## src/hdl/kvt_pkg.sv

```systemverilog
package kvt_pkg;

   // table geometry
   localparam int DEPTH       = 16;
   localparam int KEY_WIDTH   = 32;
   localparam int VALUE_WIDTH = 64;
   localparam int COUNT_WIDTH = $clog2(DEPTH + 1);

   // operation codes
   localparam logic [1:0] OP_INSERT = 2'd0;
   localparam logic [1:0] OP_FIND   = 2'd1;
   localparam logic [1:0] OP_ERASE  = 2'd2;
   localparam logic [1:0] OP_CLEAR  = 2'd3;

   // status codes
   localparam logic [1:0] STATUS_OK      = 2'd0;
   localparam logic [1:0] STATUS_PRESENT = 2'd1;
   localparam logic [1:0] STATUS_ABSENT  = 2'd2;
   localparam logic [1:0] STATUS_FULL    = 2'd3;

   // per-cell controls driven by the sequencer
   typedef struct packed {
      logic valid;      // cell lies below the entry count
      logic compare;    // capture the key match
      logic write_new;  // load the item key and value
      logic shift;      // take the upper neighbor's entry
   } cell_ctrl_type;

endpackage

```

## src/hdl/kvt_if.sv

```systemverilog
interface kvt_req_if;
   logic                                valid;
   logic                                ready;
   logic [1:0]                          op;
   logic [kvt_pkg::KEY_WIDTH-1:0]       key;
   logic [kvt_pkg::VALUE_WIDTH-1:0]     value;

   modport source (output valid, output op, output key, output value, input ready);
   modport sink   (input valid, input op, input key, input value, output ready);
endinterface

interface kvt_rsp_if;
   logic                                valid;
   logic                                ready;
   logic [1:0]                          status;
   logic                                hit;
   logic [kvt_pkg::VALUE_WIDTH-1:0]     found_value;
   logic [kvt_pkg::COUNT_WIDTH-1:0]     entry_count;

   modport source (output valid, output status, output hit, output found_value,
                   output entry_count, input ready);
   modport sink   (input valid, input status, input hit, input found_value,
                   input entry_count, output ready);
endinterface

```

## src/hdl/kvt_cell.sv

```systemverilog
module kvt_cell (
   input  logic                                clock,
   input  kvt_pkg::cell_ctrl_type              ctrl,
   input  logic [kvt_pkg::KEY_WIDTH-1:0]       item_key,
   input  logic [kvt_pkg::VALUE_WIDTH-1:0]     item_value,
   input  logic [kvt_pkg::KEY_WIDTH-1:0]       next_key,
   input  logic [kvt_pkg::VALUE_WIDTH-1:0]     next_value,
   output logic [kvt_pkg::KEY_WIDTH-1:0]       key,
   output logic [kvt_pkg::VALUE_WIDTH-1:0]     value,
   output logic                                match
);

   logic [kvt_pkg::KEY_WIDTH-1:0]   key_ff;
   logic [kvt_pkg::VALUE_WIDTH-1:0] value_ff;
   logic                            match_ff;

   // compare against the item key; only live entries can match
   always_ff @(posedge clock) begin
      if (ctrl.compare) begin
         match_ff <= ctrl.valid && (key_ff == item_key);
      end
   end

   // load a new entry or take the neighbor's entry to close a gap
   always_ff @(posedge clock) begin
      if (ctrl.write_new) begin
         key_ff   <= item_key;
         value_ff <= item_value;
      end else if (ctrl.shift) begin
         key_ff   <= next_key;
         value_ff <= next_value;
      end
   end

   assign key   = key_ff;
   assign value = value_ff;
   assign match = match_ff;

endmodule

```

## src/hdl/key_value_table.sv

```systemverilog
// Key/value table with up to DEPTH unique keys, held in a row of cells.
// Request channel (req_bus): op, key, value; one beat per operation
// (insert, find, erase, clear). Response channel (rsp_bus): status, hit,
// found_value and entry_count; exactly one beat per request, in order.
// Each request is handled in steps: the beat is registered, every cell then
// compares its key in parallel, and a resolve step reduces the match flags,
// updates the cells (append, or shift down above an erased entry) and
// loads the response register. One request is handled at a time.
// The response register decouples the channels: the next request is
// accepted in the cycle the pending response beat is taken. If the
// receiver stalls, the response holds and no further request is accepted.
// Reset clears the entry count and the handshake state; cell contents are
// not cleared, since entries at or above the count are never read.
module key_value_table (
   input  logic              clock,
   input  logic              reset,
   kvt_req_if.sink           req_bus,
   kvt_rsp_if.source         rsp_bus
);

   localparam int D  = kvt_pkg::DEPTH;
   localparam int KW = kvt_pkg::KEY_WIDTH;
   localparam int VW = kvt_pkg::VALUE_WIDTH;
   localparam int CW = kvt_pkg::COUNT_WIDTH;

   localparam logic [1:0] S_IDLE    = 2'd0;
   localparam logic [1:0] S_COMPARE = 2'd1;
   localparam logic [1:0] S_RESOLVE = 2'd2;

   logic [1:0]    state_ff, state_in;
   logic [CW-1:0] count_ff, count_in;
   logic          rsp_valid_ff, rsp_valid_in;
   logic [1:0]    op_ff;
   logic [KW-1:0] key_ff;
   logic [VW-1:0] value_ff;
   logic [1:0]    status_ff, status_in;
   logic          hit_ff, hit_in;
   logic [VW-1:0] found_ff, found_in;

   logic          accept;
   logic [D-1:0]  match_vec;
   logic [KW-1:0] cell_key [D];
   logic [VW-1:0] cell_value [D];
   kvt_pkg::cell_ctrl_type cell_ctrl [D];
   logic          any_match;
   logic [VW-1:0] match_value;
   logic          do_write, do_shift;

   assign accept = req_bus.valid && req_bus.ready;
   assign req_bus.ready = (state_ff == S_IDLE) && (!rsp_valid_ff || rsp_bus.ready);

   // capture the request beat
   always_ff @(posedge clock) begin
      if (accept) begin
         op_ff    <= req_bus.op;
         key_ff   <= req_bus.key;
         value_ff <= req_bus.value;
      end
   end

   // reduce match flags; keys are unique so at most one cell matches
   always_comb begin
      any_match   = |match_vec;
      match_value = '0;
      for (int i = 0; i < D; i++) begin
         match_value = match_value | (match_vec[i] ? cell_value[i] : '0);
      end
   end

   // decide the operation outcome
   always_comb begin
      status_in = kvt_pkg::STATUS_OK;
      hit_in    = 1'b0;
      found_in  = '0;
      count_in  = count_ff;
      do_write  = 1'b0;
      do_shift  = 1'b0;
      unique case (op_ff)
         kvt_pkg::OP_INSERT: begin
            if (any_match) begin
               status_in = kvt_pkg::STATUS_PRESENT;
            end else if (count_ff == CW'(D)) begin
               status_in = kvt_pkg::STATUS_FULL;
            end else begin
               do_write = 1'b1;
               count_in = count_ff + 1'b1;
            end
         end
         kvt_pkg::OP_FIND: begin
            if (any_match) begin
               hit_in   = 1'b1;
               found_in = match_value;
            end else begin
               status_in = kvt_pkg::STATUS_ABSENT;
            end
         end
         kvt_pkg::OP_ERASE: begin
            if (any_match) begin
               do_shift = 1'b1;
               count_in = count_ff - 1'b1;
            end else begin
               status_in = kvt_pkg::STATUS_ABSENT;
            end
         end
         kvt_pkg::OP_CLEAR: begin
            count_in = '0;
         end
         default: begin
            count_in = count_ff;
         end
      endcase
   end

   // drive the cell controls; erase shifts every cell at or above the match
   always_comb begin
      for (int i = 0; i < D; i++) begin
         cell_ctrl[i].valid     = CW'(i) < count_ff;
         cell_ctrl[i].compare   = (state_ff == S_COMPARE);
         cell_ctrl[i].write_new = (state_ff == S_RESOLVE) && do_write
                                  && (CW'(i) == count_ff);
         cell_ctrl[i].shift     = (state_ff == S_RESOLVE) && do_shift
                                  && |(match_vec & ({D{1'b1}} >> (D - 1 - i)));
      end
   end

   // row of cells; each takes its upper neighbor's entry on a shift
   for (genvar g = 0; g < D; g++) begin : g_cell
      if (g == D - 1) begin : g_last
         kvt_cell u_cell (
            .clock      (clock),
            .ctrl       (cell_ctrl[g]),
            .item_key   (key_ff),
            .item_value (value_ff),
            .next_key   (cell_key[g]),
            .next_value (cell_value[g]),
            .key        (cell_key[g]),
            .value      (cell_value[g]),
            .match      (match_vec[g])
         );
      end else begin : g_mid
         kvt_cell u_cell (
            .clock      (clock),
            .ctrl       (cell_ctrl[g]),
            .item_key   (key_ff),
            .item_value (value_ff),
            .next_key   (cell_key[g+1]),
            .next_value (cell_value[g+1]),
            .key        (cell_key[g]),
            .value      (cell_value[g]),
            .match      (match_vec[g])
         );
      end
   end

   // advance the sequencer and the response handshake
   always_comb begin
      state_in     = state_ff;
      rsp_valid_in = rsp_valid_ff && !rsp_bus.ready;
      unique case (state_ff)
         S_IDLE:    if (accept) state_in = S_COMPARE;
         S_COMPARE: state_in = S_RESOLVE;
         S_RESOLVE: begin
            state_in     = S_IDLE;
            rsp_valid_in = 1'b1;
         end
         default:   state_in = S_IDLE;
      endcase
   end

   always_ff @(posedge clock) begin
      if (reset) begin
         state_ff     <= S_IDLE;
         count_ff     <= '0;
         rsp_valid_ff <= 1'b0;
      end else begin
         state_ff     <= state_in;
         rsp_valid_ff <= rsp_valid_in;
         if (state_ff == S_RESOLVE) begin
            count_ff <= count_in;
         end
      end
   end

   // load the response payload
   always_ff @(posedge clock) begin
      if (state_ff == S_RESOLVE) begin
         status_ff <= status_in;
         hit_ff    <= hit_in;
         found_ff  <= found_in;
      end
   end

   assign rsp_bus.valid       = rsp_valid_ff;
   assign rsp_bus.status      = status_ff;
   assign rsp_bus.hit         = hit_ff;
   assign rsp_bus.found_value = found_ff;
   assign rsp_bus.entry_count = count_ff;

endmodule

```

## src/flat_wrapper.sv

```systemverilog
// flat-port wrapper written by rule: the top's interface ports become plain ports
module key_value_table_flat 
  (clock, reset, req_bus_valid, req_bus_op, req_bus_key, req_bus_value, req_bus_ready, rsp_bus_valid, rsp_bus_status, rsp_bus_hit, rsp_bus_found_value, rsp_bus_entry_count, rsp_bus_ready);
  kvt_req_if req_bus_i ();
  kvt_rsp_if rsp_bus_i ();
  input  logic clock;
  input  logic reset;
  input wire logic [$bits(req_bus_i.valid)-1:0] req_bus_valid;
  input wire logic [$bits(req_bus_i.op)-1:0] req_bus_op;
  input wire logic [$bits(req_bus_i.key)-1:0] req_bus_key;
  input wire logic [$bits(req_bus_i.value)-1:0] req_bus_value;
  output wire logic [$bits(req_bus_i.ready)-1:0] req_bus_ready;
  output wire logic [$bits(rsp_bus_i.valid)-1:0] rsp_bus_valid;
  output wire logic [$bits(rsp_bus_i.status)-1:0] rsp_bus_status;
  output wire logic [$bits(rsp_bus_i.hit)-1:0] rsp_bus_hit;
  output wire logic [$bits(rsp_bus_i.found_value)-1:0] rsp_bus_found_value;
  output wire logic [$bits(rsp_bus_i.entry_count)-1:0] rsp_bus_entry_count;
  input wire logic [$bits(rsp_bus_i.ready)-1:0] rsp_bus_ready;
  assign req_bus_i.valid = req_bus_valid;
  assign req_bus_i.op = req_bus_op;
  assign req_bus_i.key = req_bus_key;
  assign req_bus_i.value = req_bus_value;
  assign req_bus_ready = req_bus_i.ready;
  assign rsp_bus_valid = rsp_bus_i.valid;
  assign rsp_bus_status = rsp_bus_i.status;
  assign rsp_bus_hit = rsp_bus_i.hit;
  assign rsp_bus_found_value = rsp_bus_i.found_value;
  assign rsp_bus_entry_count = rsp_bus_i.entry_count;
  assign rsp_bus_i.ready = rsp_bus_ready;
  key_value_table u_core (.clock(clock), .reset(reset), .req_bus(req_bus_i), .rsp_bus(rsp_bus_i));
endmodule
```

## config.mk

```make
export PLATFORM = sky130hd
export DESIGN_NAME = key_value_table_flat
export DESIGN_NICKNAME = d
export VERILOG_FILES = /design/src/hdl/kvt_pkg.sv /design/src/hdl/kvt_if.sv /design/src/hdl/kvt_cell.sv /design/src/hdl/key_value_table.sv /design/src/flat_wrapper.sv
export SDC_FILE = /design/constraint.sdc
export NUM_CORES = 2
export LEC_CHECK = 0
export BUFFER_PORTS_ARGS = -buffer_cell sky130_fd_sc_hd__buf_2
export CORE_UTILIZATION = 45
export CTS_CLUSTER_SIZE = 12
export DETAILED_ROUTE_END_ITERATION = 8
export PLACE_DENSITY_LB_ADDON = 0.12
export SYNTH_ARGS = -nofsm -noshare
export SYNTH_HDL_FRONTEND = slang
export SYNTH_SLANG_ARGS = --single-unit
```

## constraint.sdc

```tcl
create_clock -name clock -period 11.6 [get_ports clock]
set_input_delay 0.58 -clock clock [delete_from_list [all_inputs] [get_ports clock]]
set_output_delay 0.58 -clock clock [all_outputs]
set_load 0.01 [all_outputs]
```

==> results.cfg <==
[route]
drt-pass1-iter-count = 6
drc = 0
num_vias = 55318
detail-route-antenna-nets = 0
drt-total-wl_mm = 286.4
initialDrtViolationCount = 6950
avgRoutedWirePerCell_um = 32.01
vias_per_cell = 6.183

[critical_path]
critPathKind = reg -> reg
crit_fanout = 55
critPathArrivalTime_ns = 6.45
end_kind = flip-flop
slowest_stage = nand2_4
required_ns = 12.05
cpMostUsedCell = buf_4
r2r_start = u_core.g_cell[0].g_mid.u_cell.match
startpoint_type = flip-flop
cp-startpoint = u_core.g_cell[0].g_mid.u_cell.match
path_cells = buf_4 > or4_1 > or3_4 > nor3_4 > nand3_4 > nand2_4 > buf_4
critical_path.max_stage_delay_ns = 1.16

[floorplanning]
die-height_um = 428.4
fp.coreArea_um2 = 180700
pin_count = 176
num_rows = 156
initial_utilization = 0.4527
dieWidth_um = 428.4
die_area_um2 = 183500

[clock_tree]
ctsResizeCount = 0
postCtsSetupBuffers = 0
clock_sinks = 1725
clock_latency_ns = 0.84
clockRootBuffer = clkbuf_16
clockBufferDepth = 3
cts_tree = yes
cts_buffers = 189
cts_hold_buf = 98
cts_max_level = 4
clkTransAtPathRegs_ns = 0.06

[outcome]
status = completed

[placed_design]
gp_congestion = 0.8727
numPortBuffers = 175
place_area_um2 = 84900
placed_cells = 8503
dp_hpwl_mm = 163.8

[final_layout]
syn_to_final_growth_pct = 12.02
fin_nets = 6533
seq_area_um2 = 51720
fillCellCount = 15672
final_area_um2 = 91650
drive_above_1_share = 0.2228
multi_input_area_um2 = 28100
fin_cells = 8947

[sta]
finalHoldViolations = 0
setup_viol = 0
drv_slew = 0
period_share = 0.5171
worst_pin_slew_ns = 1.275
rsz0062_at_grt = no
clock.fmax_mhz = 166.7
maxSlewHeadroom = 0.1500
finClkSkew_ns = 0.02683
period_minus_slack_ns = 5.999

[yosys]
netlist_instances = 6351
netlist_area_um2 = 81820
ys_ff_latch = 1725
yosysUniqueCellTypes = 60
ys_seq_area_frac = 0.6321
synthFlopType = edfxtp_1
synth.area.top_cells = edfxtp_1, mux2_2, nand2_1
syn_avg_cell_area_um2 = 12.88
synth_top_area_cell = edfxtp_1
synth_top_area_share = 0.6302
async_reset_ff_frac = 0
synth_nets = 6462
yosysWarnings = 0
synth_edf_count = 1717

[power_and_ir_drop]
p_leak_nw = 32.83
power_density_nw_per_um2 = 145.8
ir_worst_vdd_mv = 0.1248
p_total_mw = 13.37

[run]
drv_cap = 0

[global_route]
grt_max_degree = 101
globalRouteTotalUtil = 0.3050
grt_first_pass_wirelength_mm = 403.6
global_route.overflow_total = 0
antenna_found_initial = 9
grt_pass1_vias = 54358

[min_path]
hold_path_startpoint = req_bus_op[0]
hp-class = in -> reg
sequential cells by signal, indices dropped and copies added (netlist names), 5 cells and up:
name	cells
u_core.g_cell.g_last.u_cell.key	32
u_core.g_cell.g_last.u_cell.value	64
u_core.g_cell.g_mid.u_cell.key	480
u_core.g_cell.g_mid.u_cell.match	15
u_core.g_cell.g_mid.u_cell.value	960
u_core.key_ff	32
u_core.rsp_bus.entry_count	5
u_core.rsp_bus.found_value	64
u_core.value_ff	64
logic make-up after synthesis:
group	count (synthesis)	synth area share
buffers and inverters	562	0.02770
adders and majority gates	9	0.001376
muxes	854	0.1175
xor gates and xnor gates	505	0.05406
AOI/OAI and AO/OA	671	0.06493
DFF	1725	0.6321
and+or+nand+nor	2025	0.1023
through the flow:
stage                       util  setup WS, ns  setup TNS (ns)  hold WS [ns]
after floorplan                -      -0.02164          -8.972        0.4244
after global placement    0.4697         5.798               0        0.5135
after detailed placement  0.4697         5.735               0        0.5248
after CTS                 0.5070         5.711               0       0.01770
after global routing      0.5070         5.521               0       0.02920
final                     0.5071         5.601               0       0.06178
path summary, 6_finish.rpt:
| path | to | slack (ns) | depth (start not counted) |
|---|---|---|---|
| worst min-delay path | u_core.op_ff[0] | 0.06 | 1 |
| worst min register to register | u_core.g_cell[10].g_mid.u_cell.value[36] | 0.51 | 2 |
| worst max register to register | u_core.g_cell[11].g_mid.u_cell.key[29] | 5.60 | 7 |
| worst max-delay path | u_core.g_cell[11].g_mid.u_cell.key[29] | 5.60 | 7 |
final cells by class:
type                       count  area share
sequential                  1725      0.5643
multi-input combinational   4064      0.3066
clock buffer                 242     0.05447
timing repair buffer         426     0.03320
tap                         2370     0.03236
clock inverter                99    0.008246
inverter                      16   0.0006553
antenna                        5   0.0001365
routing by layer:
metal  track usage  vias up  wire length, um
li1              -    23530                -
met1        0.3952    27991           112300
met2        0.5079     3089           137800
met3       0.04980      700            23120
met4        0.1271        8            13080
met5             0        -               48
power breakdown:
group	leakage [nW]	total, mW	internal [mW]	switching [mW]
Combinational	14.4	0.599	0.194	0.405
Clock	2.81	5.78	3.21	2.57
Sequential	15.6	6.99	6.87	0.118
Total	32.8	13.4	10.3	3.09
cells in the mapped netlist, types with 3 or more instances:
library cell  number
nand3_1           21
xor2_1           317
edfxtp_1        1717
mux2_2           852
nor2b_1            6
nand2_1         1711
nand4_1           66
o21ai_0           53
o22ai_1            3
a22o_1           192
nor3_1            21
a2111oi_0          8
and2_1             7
a31oi_1           69
nor2_1             6
buf_1             72
ha_1               9
and3_1            71
a22oi_1          128
buf_2             80
buf_4              9
dfxtp_1            8
or4_1              4
clkbuf_1         382
buf_6              3
a221oi_1         193
nor4_1            96
xnor2_1          188
inv_1             16
a21oi_1            5
critical path: cells and delay by family, from the launching register on:
| kind | cells | cell delay (ns) |
|---|---|---|
| and+or+nand+nor | 5 | 3.82 |
| buffers and inverters | 2 | 1.23 |
| DFF | 1 | 0.36 |
cells in the final DEF, fill, tap and decap left out, drive strengths merged, types with 67 or more instances in the layout:
| cell | count |
|---|---|
| edfxtp | 1717 |
| nand2 | 1711 |
| mux2 | 852 |
| buf | 328 |
| xor2 | 317 |
| clkbuf | 242 |
| a221oi | 193 |
| a22o | 192 |
| xnor2 | 188 |
| a22oi | 128 |
| dlygate4sd3 | 98 |
| nor4 | 97 |
| clkinv | 84 |
| and3 | 71 |
| a31oi | 69 |
| nand4 | 67 |
No activity file was read; power rests on OpenSTA's default activity.
